### src/sv/fixed_block_pool_allocator_top_defines.svh
// assertion macros used by fixed_block_pool_allocator_top
`ifndef FIXED_BLOCK_POOL_ALLOCATOR_TOP_DEFINES_SVH
`define FIXED_BLOCK_POOL_ALLOCATOR_TOP_DEFINES_SVH

// same-cycle implication, checked out of reset
`define FBPA_ASSERT_NOW(lbl, ante, cons, msg) \
  lbl: assert property (@(posedge clk) disable iff (rst) (ante) |-> (cons)) else $error(msg);

// next-cycle implication, checked out of reset
`define FBPA_ASSERT_NEXT(lbl, ante, cons, msg) \
  lbl: assert property (@(posedge clk) disable iff (rst) (ante) |=> (cons)) else $error(msg);

`endif

### src/sv/fbpa_pkg.sv
package fbpa_pkg;

  // pool limits
  localparam int MAX_BLOCKS  = 256;
  localparam int MAX_WAITERS = 255;

  // field widths
  localparam int BLK_W   = 8;
  localparam int CNT_W   = 9;
  localparam int WAIT_W  = 8;
  localparam int OP_W    = 3;
  localparam int STAT_W  = 2;

  // link value meaning end of list
  localparam logic [CNT_W-1:0] END_MARK = CNT_W'(MAX_BLOCKS);

  // operation codes
  localparam logic [OP_W-1:0] OP_ALLOC    = 3'd0;
  localparam logic [OP_W-1:0] OP_FREE     = 3'd1;
  localparam logic [OP_W-1:0] OP_FORMAT   = 3'd2;
  localparam logic [OP_W-1:0] OP_GIVE_UP  = 3'd3;
  localparam logic [OP_W-1:0] OP_WAKE_ALL = 3'd4;

  // status codes
  localparam logic [STAT_W-1:0] ST_OK     = 2'd0;
  localparam logic [STAT_W-1:0] ST_EMPTY  = 2'd1;
  localparam logic [STAT_W-1:0] ST_QUEUED = 2'd2;
  localparam logic [STAT_W-1:0] ST_DONE   = 2'd3;

  // sequencer states
  typedef enum logic [1:0] {
    S_IDLE,
    S_ALLOC_RD,
    S_FORMAT
  } state_t;

  // one result beat
  typedef struct packed {
    logic [WAIT_W-1:0] woken;
    logic [WAIT_W-1:0] waiters;
    logic [CNT_W-1:0]  free_blocks;
    logic [BLK_W-1:0]  granted_block;
    logic [STAT_W-1:0] status;
  } res_t;

  // block count clamped to 1..MAX_BLOCKS
  function automatic logic [CNT_W-1:0] pool_size(input logic [CNT_W-1:0] bc);
    logic [CNT_W-1:0] n;
    n = bc;
    if (bc == '0) n = CNT_W'(1);
    else if (bc > CNT_W'(MAX_BLOCKS)) n = CNT_W'(MAX_BLOCKS);
    return n;
  endfunction

endpackage

### src/sv/fbpa_out_buf.sv
module fbpa_out_buf
  import fbpa_pkg::*;
(
  input  logic clk,
  input  logic rst,
  input  logic push,
  input  res_t push_data,
  output logic ready,
  output logic m_valid,
  input  logic m_ready,
  output res_t m_data
);

  logic out_valid;
  res_t out_data;
  logic sk_valid;
  res_t sk_data;
  logic take;

  assign take    = out_valid && m_ready;
  assign ready   = !sk_valid;
  assign m_valid = out_valid;
  assign m_data  = out_data;

  // output register with one skid entry behind it
  always_ff @(posedge clk) begin
    if (rst) begin
      out_valid <= 1'b0;
      sk_valid  <= 1'b0;
    end else if (!out_valid || take) begin
      if (sk_valid) begin
        out_valid <= 1'b1;
        out_data  <= sk_data;
        sk_valid  <= push;
        if (push) sk_data <= push_data;
      end else begin
        out_valid <= push;
        if (push) out_data <= push_data;
      end
    end else if (push) begin
      sk_valid <= 1'b1;
      sk_data  <= push_data;
    end
  end

endmodule

### src/sv/fixed_block_pool_allocator_top.sv
// Fixed-size block pool allocator: blocks are indices kept on a linked free list.
// Input channel s_*: one beat is one request (alloc, free, format, give up,
// wake all). Output channel m_*: exactly one result beat per request, in order.
// cfg_*: block_count write, always ready; write it only while the block is idle.
// Work per request, from accept to result in the output register:
//   alloc with a free block: one link-store read through the registered read port (S_ALLOC_RD)
//   free, give up, wake all, reserved codes, alloc on an empty pool: result pushed at accept
//   format: one link-store entry written per cycle over the whole pool (S_FORMAT)
// One request is worked on at a time; the next is taken once it is done.
// The output register has a skid entry behind it, so one more request is
// accepted and finished while a result stalls; beyond that s_tready drops
// until the receiver takes a beat.
// Reset: list empty (head at end marker), free and waiter counts zero,
// block_count 256. The link store holds nothing valid until the first format.
// The block is ready right out of reset; no clearing pass.
`include "fixed_block_pool_allocator_top_defines.svh"

module fixed_block_pool_allocator_top
  import fbpa_pkg::*;
(
  input  logic        clk,
  input  logic        rst,
  input  logic        s_tvalid,
  output logic        s_tready,
  input  logic [15:0] s_tdata,   // [0] may_wait, [8:1] block_index, rest zero
  input  logic [2:0]  s_tuser,   // [2:0] operation
  output logic        m_tvalid,
  input  logic        m_tready,
  output logic [39:0] m_tdata,   // [7:0] granted_block, [16:8] free_blocks,
                                 // [24:17] waiters, [32:25] woken, rest zero
  output logic [1:0]  m_tuser,   // [1:0] status
  input  logic        cfg_valid,
  output logic        cfg_ready,
  input  logic [8:0]  cfg_data   // [8:0] block_count
);

  // link store
  logic [CNT_W-1:0] link_mem [MAX_BLOCKS];
  logic             mem_we;
  logic [BLK_W-1:0] mem_waddr;
  logic [CNT_W-1:0] mem_wdata;
  logic [CNT_W-1:0] rd_data;

  // pool registers
  state_t            state, state_next;
  logic [CNT_W-1:0]  head, head_next;
  logic [CNT_W-1:0]  free_cnt, free_cnt_next;
  logic [WAIT_W-1:0] wait_cnt, wait_cnt_next;
  logic [CNT_W-1:0]  block_count;
  logic [BLK_W-1:0]  fmt_cnt, fmt_cnt_next;

  // request fields
  logic [OP_W-1:0]  op;
  logic             may_wait;
  logic [BLK_W-1:0] blk;
  logic             acc;
  logic             buf_ready;
  logic             pool_empty;
  logic [CNT_W-1:0] n_blocks;
  logic [CNT_W-1:0] fmt_nxt;
  logic             fmt_last;

  // result path
  logic res_push;
  res_t res;
  res_t m_res;

  assign op       = s_tuser;
  assign may_wait = s_tdata[0];
  assign blk      = s_tdata[8:1];

  assign cfg_ready  = 1'b1;
  assign s_tready   = (state == S_IDLE) && buf_ready;
  assign acc        = s_tvalid && s_tready;
  assign pool_empty = (free_cnt == '0) || head[CNT_W-1];
  assign n_blocks   = pool_size(block_count);
  assign fmt_nxt    = {1'b0, fmt_cnt} + CNT_W'(1);
  assign fmt_last   = (fmt_nxt == n_blocks);

  // next state
  always_comb begin
    state_next = state;
    unique case (state)
      S_IDLE: begin
        if (acc && op == OP_ALLOC && !pool_empty) state_next = S_ALLOC_RD;
        else if (acc && op == OP_FORMAT) state_next = S_FORMAT;
      end
      S_ALLOC_RD: state_next = S_IDLE;
      S_FORMAT: begin
        if (fmt_last) state_next = S_IDLE;
      end
      default: state_next = S_IDLE;
    endcase
  end

  // datapath and result per state
  always_comb begin
    head_next     = head;
    free_cnt_next = free_cnt;
    wait_cnt_next = wait_cnt;
    fmt_cnt_next  = fmt_cnt;
    mem_we        = 1'b0;
    mem_waddr     = blk;
    mem_wdata     = head;
    res_push      = 1'b0;
    res.status        = ST_DONE;
    res.granted_block = '0;
    res.woken         = '0;
    unique case (state)
      S_IDLE: begin
        if (acc) begin
          unique case (op)
            OP_ALLOC: begin
              if (pool_empty) begin
                res_push = 1'b1;
                if (may_wait && wait_cnt < WAIT_W'(MAX_WAITERS)) begin
                  wait_cnt_next = wait_cnt + WAIT_W'(1);
                  res.status    = ST_QUEUED;
                end else begin
                  res.status = ST_EMPTY;
                end
              end
            end
            OP_FREE: begin
              res_push = 1'b1;
              if ({1'b0, blk} < n_blocks) begin
                mem_we    = 1'b1;
                head_next = {1'b0, blk};
                if (free_cnt < CNT_W'(MAX_BLOCKS)) free_cnt_next = free_cnt + CNT_W'(1);
                if (wait_cnt != '0) begin
                  wait_cnt_next = wait_cnt - WAIT_W'(1);
                  res.woken     = WAIT_W'(1);
                end
              end
            end
            OP_FORMAT: fmt_cnt_next = '0;
            OP_GIVE_UP: begin
              res_push = 1'b1;
              if (wait_cnt != '0) wait_cnt_next = wait_cnt - WAIT_W'(1);
            end
            OP_WAKE_ALL: begin
              res_push      = 1'b1;
              res.woken     = wait_cnt;
              wait_cnt_next = '0;
            end
            default: res_push = 1'b1;
          endcase
        end
      end
      S_ALLOC_RD: begin
        // link of the old head came back from the store
        res_push          = 1'b1;
        res.status        = ST_OK;
        res.granted_block = head[BLK_W-1:0];
        head_next         = rd_data;
        free_cnt_next     = free_cnt - CNT_W'(1);
      end
      S_FORMAT: begin
        mem_we       = 1'b1;
        mem_waddr    = fmt_cnt;
        mem_wdata    = fmt_last ? END_MARK : fmt_nxt;
        fmt_cnt_next = fmt_nxt[BLK_W-1:0];
        if (fmt_last) begin
          res_push      = 1'b1;
          head_next     = '0;
          free_cnt_next = n_blocks;
          wait_cnt_next = '0;
        end
      end
      default: ;
    endcase
    res.free_blocks = free_cnt_next;
    res.waiters     = wait_cnt_next;
  end

  // control and pool registers
  always_ff @(posedge clk) begin
    if (rst) begin
      state       <= S_IDLE;
      head        <= END_MARK;
      free_cnt    <= '0;
      wait_cnt    <= '0;
      block_count <= CNT_W'(MAX_BLOCKS);
      fmt_cnt     <= '0;
    end else begin
      state    <= state_next;
      head     <= head_next;
      free_cnt <= free_cnt_next;
      wait_cnt <= wait_cnt_next;
      fmt_cnt  <= fmt_cnt_next;
      if (cfg_valid && cfg_ready) block_count <= cfg_data;
    end
  end

  // link store: one write port, read at the head
  always_ff @(posedge clk) begin
    if (mem_we) link_mem[mem_waddr] <= mem_wdata;
    rd_data <= link_mem[head[BLK_W-1:0]];
  end

  // result buffer
  fbpa_out_buf u_out_buf (
    .clk       (clk),
    .rst       (rst),
    .push      (res_push),
    .push_data (res),
    .ready     (buf_ready),
    .m_valid   (m_tvalid),
    .m_ready   (m_tready),
    .m_data    (m_res)
  );

  assign m_tuser = m_res.status;
  assign m_tdata = {7'd0, m_res.woken, m_res.waiters, m_res.free_blocks, m_res.granted_block};

  // checks
  `FBPA_ASSERT_NEXT(a_alloc_reads, acc && op == OP_ALLOC && !pool_empty,
                    state == S_ALLOC_RD, "alloc with free block did not read the link store")
  `FBPA_ASSERT_NOW(a_alloc_result, state == S_ALLOC_RD, res_push && !head[CNT_W-1],
                   "alloc read without a grant")
  `FBPA_ASSERT_NOW(a_skid_free, state != S_IDLE, buf_ready,
                   "skid entry filled while a request is in progress")
  `FBPA_ASSERT_NOW(a_free_limit, 1'b1, free_cnt <= CNT_W'(MAX_BLOCKS),
                   "free count above pool limit")

endmodule

### config.mk
export PLATFORM = sky130hd
export DESIGN_NAME = fixed_block_pool_allocator_top
export DESIGN_NICKNAME = d
export VERILOG_FILES = /design/src/sv/fbpa_pkg.sv /design/src/sv/fbpa_out_buf.sv /design/src/sv/fixed_block_pool_allocator_top.sv
export VERILOG_INCLUDE_DIRS = /design/src /design/src/sv
export SDC_FILE = /design/constraint.sdc
export NUM_CORES = 2
export LEC_CHECK = 0
export ABC_AREA = 1
export BUFFER_PORTS_ARGS = -buffer_cell sky130_fd_sc_hd__buf_2
export CAP_MARGIN = 25
export CORE_MARGIN = 5
export CORE_UTILIZATION = 50
export CTS_CLUSTER_DIAMETER = 120
export DETAILED_ROUTE_END_ITERATION = 16
export PLACE_DENSITY = 0.65
export SLEW_MARGIN = 10
export SYNTH_ARGS = -nofsm -noshare
export SYNTH_HDL_FRONTEND = slang
export SYNTH_SLANG_ARGS = --single-unit
### constraint.sdc
create_clock -name clk -period 35.8 [get_ports clk]
set_clock_uncertainty 0.1 [all_clocks]
set_input_delay 10.74 -clock clk [delete_from_list [all_inputs] [get_ports clk]]
set_output_delay 10.74 -clock clk [all_outputs]
set_load 0.02 [all_outputs]
Word level (Yosys, flattened, before mapping)
Memory sizes are Yosys's and may differ from the RTL's. A register that Yosys moved wholly into a read port is not among the register bits.
Index checks and enable logic that the tools add are counted.
- word-level logic and storage cells: 131
- bits in latches: 0
- memories kept: 1
- bits in registers: 117
- RAM bits: 2304
- input bits: 33
- memory bits (read-only): 0
- eq/ne operators: 14
- bitwise logic cells: 1
- order comparisons: 4
- muxes and demuxes: 62
- multiply operators: 0
- shifts and indexed selects: 0
- $add $sub $neg: 5
- reductions and logical operators: 26
- divide/modulo/power cells: 0
- memory list (memory ; depth ; width ; rd ports ; clocked after memory_dff ; wr ports ; RTL line ; source):
    link_mem ; 256 ; 9 ; 1 ; 1 ; 1 ; fixed_block_pool_allocator_top.sv:38 ; logic [CNT_W-1:0] link_mem [MAX_BLOCKS];
- operators by type and width (cell ; number):
    $mux W35 ; 5
    $mux W9 ; 13
    $mux W8 ; 12
    $pmux W9 S3 ; 2
    $pmux W8 S2 ; 3
    $pmux W8 S4 ; 1
    $logic_not A9 Y1 ; 2
    $mux W1 ; 14
    $mux W2 ; 7
    $add A8 B1 Y9 const B ; 1
    $add A9 B1 Y9 const B ; 1
    $eq A9 B9 Y1 ; 1
    $gt A9 B9 Y1 const B ; 1
    $lt A8 B9 Y1 ; 1
    $lt A9 B9 Y1 const B ; 1
    $sub A9 B1 Y9 const B ; 1
    $add A8 B1 Y8 const B ; 1
    $lt A8 B8 Y1 const B ; 1
    $ne A2 B1 Y1 const B ; 4
    $pmux W2 S2 ; 2
    $reduce_bool A8 Y1 ; 1
    $sub A8 B1 Y8 const B ; 1
    $logic_and A1 B1 Y1 ; 7
    $eq A3 B2 Y1 const B ; 2
    other kinds (18) ; 27

Logic depth before layout (Yosys ltp)
- depth after elaboration: 11
- gate-level depth with buffers: 19
- gate-level depth less buffers: 19

Hierarchy
A second synthesis with hierarchy kept.
- cells, all modules: 8275
- area total of the unflattened synthesis: 99038.7 sq um
- by module, submodules not included (module ; sequential area each (sq um) ; area an instance (sq um) ; cells an instance ; times used):
    fixed_block_pool_allocator_top ; 70267.4 ; 96388.7 ; 8075 ; 1
    fbpa_out_buf ; 2142.1 ; 2650.0 ; 200 ; 1

Worst setup path after synthesis
No wires, ideal clock.
- kind: input-to-reg
- start point: input s_tuser[1]
- end point: register u_out_buf.out_data (netlist bit u_out_buf.m_data[0]), enable pin
- buffers on the path: 1
- data required time: 35261 ps
- stages on the path: 9
- library setup time: 439 ps
- path slack: 22081 ps
- data arrival time: 13181 ps
- path through: nor2_1 inv_1 nor2_1 clkbuf_1 nand2_1 a31oi_1 o21ai_0 nand2_1 a21oi_1
- longest elaborated chain between the ends: 6
- elaborated cells on any way between the ends: 7
- those cells by class: eq/ne: 1; mux: 3; reduce/logical: 3
- ends and longest elaborated chain (what ; RTL line ; source):
    from (decl) ; fixed_block_pool_allocator_top.sv:26 ; input logic [2:0] s_tuser,
    $eq A3 B2 Y1 / $logic_not A3 Y1 (equally long branches) ; fixed_block_pool_allocator_top.sv:112 ; unique case (op)
    $pmux W1 S2 (*) ; fixed_block_pool_allocator_top.sv:112 ;
    $mux W1 (*) ; fixed_block_pool_allocator_top.sv:111 ; if (acc) begin
    $pmux W1 S3 (*) ; fixed_block_pool_allocator_top.sv:109 ; unique case (state)
    $reduce_bool A2 Y1 (no line) (*) ; n/a ;
    $reduce_and A3 Y1 (no line) (*) ; n/a ;
    to (signal assigned) ; fbpa_out_buf.sv:33 ; out_data <= sk_data;
    to (signal assigned) ; fbpa_out_buf.sv:38 ; if (push) out_data <= push_data;
    to (decl) ; fbpa_out_buf.sv:15 ; res_t out_data;
Every way passes the cells marked *; elsewhere a longest branch is shown, timed or not.
A chain may end at the register's enable or synchronous reset.

Worst setup path in the final report
- start point: input s_tdata[5]
- end point: memory link_mem[193][1], enable pin
- longest elaborated chain between the ends: 7
- elaborated cells on any way between the ends: 8
- those cells by class: order compare: 1; mux: 7
- ends and longest elaborated chain (what ; RTL line ; source):
    from (decl) ; fixed_block_pool_allocator_top.sv:25 ; input logic [15:0] s_tdata,
    $lt A8 B9 Y1 ; fixed_block_pool_allocator_top.sv:126 ; if ({1'b0, blk} < n_blocks) begin
    $mux W1 ; fixed_block_pool_allocator_top.sv:126 ;
    $mux W1 ; fixed_block_pool_allocator_top.sv:112 ;
    $mux W1 ; fixed_block_pool_allocator_top.sv:111 ;
    $pmux W1 S2 ; fixed_block_pool_allocator_top.sv:109 ;
    $mux W1 ; fixed_block_pool_allocator_top.sv:197 ; if (mem_we) link_mem[mem_waddr] <= mem_wdata;
    $mux W1 (not written as such) ; fixed_block_pool_allocator_top.sv:197 ;
    to (decl) ; fixed_block_pool_allocator_top.sv:38 ;
Several ways; a longest one is shown, not always the timed one.

==> impl_results.md <==
- Tightest Pin Transition: 1.08 ns
- M1 WL: 106000 um
- Flops & latches, synth: 2430
- GRT Overall Usage: 24.6%
- Post-synth EDFFs: 2374
- Layout area overhead: 9.66%
- DR WL/cell: 23.9 um
- Initial antenna violation count: 2
- Worst setup margin: 21.45 ns
- CP Cell Sequence: buf_2 > ha_1 > nand2_1 > inv_1 > nand3_1 > nor3_1 > nand2_1 > nand3_4 > o21ai_4 > nand2_2 > buf_4 > nor2_1
- Max Cap Viol: 0
- Hold Path Stages: 2
- Post-synth top area share: 72.3%
- Max IR drop VDD: 0.0600 mV
- CP max stage cell: nor2_1
- Synth top area cells: edfxtp_1 72%, o21ai_0 6.2%, nor2_1 5.8%
- Critical Path Source Type: input pin
- Async S/R FF share, synth: 0%
- Die height: 454 um
- Critical Path Max Stage Delay: 0.79 ns
- Ports: 78
- Synth Warn #: 0
- Maximum number of pins on one net before global-route repair: 222
- CTS buffer count: 235
- Max Freq: 0.0697 GHz
- Arr. time, crit path: 14.74 ns
- CP dominant cell by count: nand2_1
- Post-CTS Resized: 0
- Syn Inst Count: 8206
- DRC errors left: 0
- Slew HR: 27.8%
- Maximum clock path buffer count: 3
- Highest Signal Layer: met4
- Leakage power: 36.1 nW
- Register Area: 72400 um^2
- Hold Vio Cnt, Final: 0
- Crit-path max FO: 17
- Share of post-route cells with drive strength above 1: 6.40%
- Sequential element share of the synthesized area: 73.4%
- Metal3 WL: 24600 um
- Final Critical Period: 14.35 ns
- GRT Residual Overflow: 0
- Crit path capture type: flop
- Hold_buf cts: 0
- Die Span X: 454 um
- Final period utilization: 40.1%
- Root Buffer: clkbuf_16
- Number of DRC markers in iteration 0: 7306
- Vias in the first global route: 61.0k
- Fin. max-slew vios: 0
- Port buffer count: 62
- Die footprint: 206000 um^2
- Ys flop type: edfxtp_1
- CTS tree: yes
- RSZ-0062 raised after global routing: no
- Most frequent cells in the layout: 2374 x edfxtp_1, 1533 x nor2_1, 1216 x o21ai_0
- NumNets Final: 8066
- Final wirelength: 259000 um
- Clock Latency Late Sink: 0.87 ns
- Clock-pin slew on the worst setup and hold paths: 0.06 ns
- Synth unique cells: 37
- Worst min path class: flop to flop
- DRT Pass-1 Iters: 8
- Critical path class: input pin to flop
- Total number of vias: 64.8k
- Post-CTS setup buffers: 0
- Critical path buffers and inverters: 3
- Num Clock Sinks: 2430
- # H-tree levels: 4
- Initial Util: 50.1%
- Core Area: 197000 um^2
- CP Depth: 12
- First-pass GRT wire length: 386000 um
- DP Worst Slack: 20.61 ns
- Avg Inst Size Synth: 12.0 um^2
- Setup TNS: 0 ns
- Row cnt: 163
- Commonest non-fill, non-tap cell in the layout: edfxtp_1
- Final setup viols: 0
- DP HPWL: 139000 um
- CP required: 36.19 ns
- Pwr Density: 68.0 nW/um^2
- Post-DRT Antenna Nets: 0
- Multi-input logic area: 23500 um^2
- Mapped Area: 98700 um^2
- Wire length on met2: 120000 um
- Status: finished, final reports clean
- Biggest area consumer among synthesized cells: edfxtp_1
- R2r worst-path depth: 14
- Final GP Congestion: 0.880
- Fill cells: 16.1k
- Vias/cell: 5.97
- Family with the most delay on the worst path: simple AND/OR/NAND/NOR gates
path summary, 6_finish.rpt:
kind | start | endpoint | slack [ns]
max reg2reg | head[0] | rd_data[8] | 30.19
min | rd_data[8] | head[8] | 0.32
min reg2reg | rd_data[8] | head[8] | 0.32
max | s_tdata[5] | link_mem[193][1] | 21.45
routing by layer:
| layer | global-route usage [%] | vias up |
|---|---|---|
| li1 | - | 29400 |
| met2 | 38.2 | 2972 |
| met4 | 8.47 | 0 |
| met5 | 0 | - |
| met3 | 5.11 | 464 |
| met1 | 34.9 | 31900 |
synthesized netlist by cell type, types with 30 or more instances:
| cell type | instances |
|---|---|
| a21oi_1 | 58 |
| buf_1 | 51 |
| buf_2 | 84 |
| clkbuf_1 | 435 |
| dfxtp_1 | 56 |
| edfxtp_1 | 2374 |
| inv_1 | 128 |
| nand2_1 | 917 |
| nand3_1 | 621 |
| nand4_1 | 30 |
| nor2_1 | 1534 |
| o21ai_0 | 1224 |
| o22ai_1 | 577 |
state kept, by name (all words and copies together), names as in the netlist:
register and flops:
rd_data 9, u_out_buf.m_valid 1, state 2, u_out_buf.sk_valid 1, free_cnt 9, block_count 9, u_out_buf.sk_data 35, wait_cnt 8
link_mem 2304, fmt_cnt 8, head 9, u_out_buf.m_data 35
per-stage QoR:
stage               area (um^2)  instances  hold WS (ns)  utilization [%]  power (mW)
floorplan                 98700       8212         0.323                -        4.59
global placement         101000      10400         0.339             51.3        5.03
detailed placement       101000      10400         0.347             51.3        5.06
CTS                      108000      10800         0.332             54.9        7.36
global route             108000      10900         0.360             55.0        7.65
finish                   108000      10900         0.320             55.0        7.36
worst min-delay path: cells and delay by family, from the launching register on:
family / cells / cell delay [ns]
flip-flops: 1 / 0.31
AO/OA/AOI/OAI: 1 / 0.05
AND/OR/NAND/NOR: 1 / 0.06
cells by family after synthesis:
family,Yosys count,share of synthesized area [%]
adders and majority gates,17,0.216
DFF,2430,73.4
buffers and inverters,721,2.96
AOI/OAI and AO/OA,1879,10.3
and+or+nand+nor,3148,13.0
xor gates and xnor gates,9,0.0799
other,2,0.00761
power by group:
group,switching [mW],total (mW),internal [mW],leakage (nW)
clock network,1.04,2.33,1.29,3.50
registers,0.0365,3.39,3.36,22.2
logic,1.26,1.64,0.377,10.4
total,2.34,7.36,5.02,36.1
area by class of cell:
type,count,share of cell area (%)
Sequential cell,2430,66.9
Multi-Input combinational cell,5061,21.7
Clock buffer,308,5.80
Tap cell,2640,3.05
Timing Repair Buffer,156,1.17
Clock inverter,127,0.833
Inverter,132,0.485
Antenna cell,1,0.00231
Note: power is estimated with default switching activity, not from simulation.
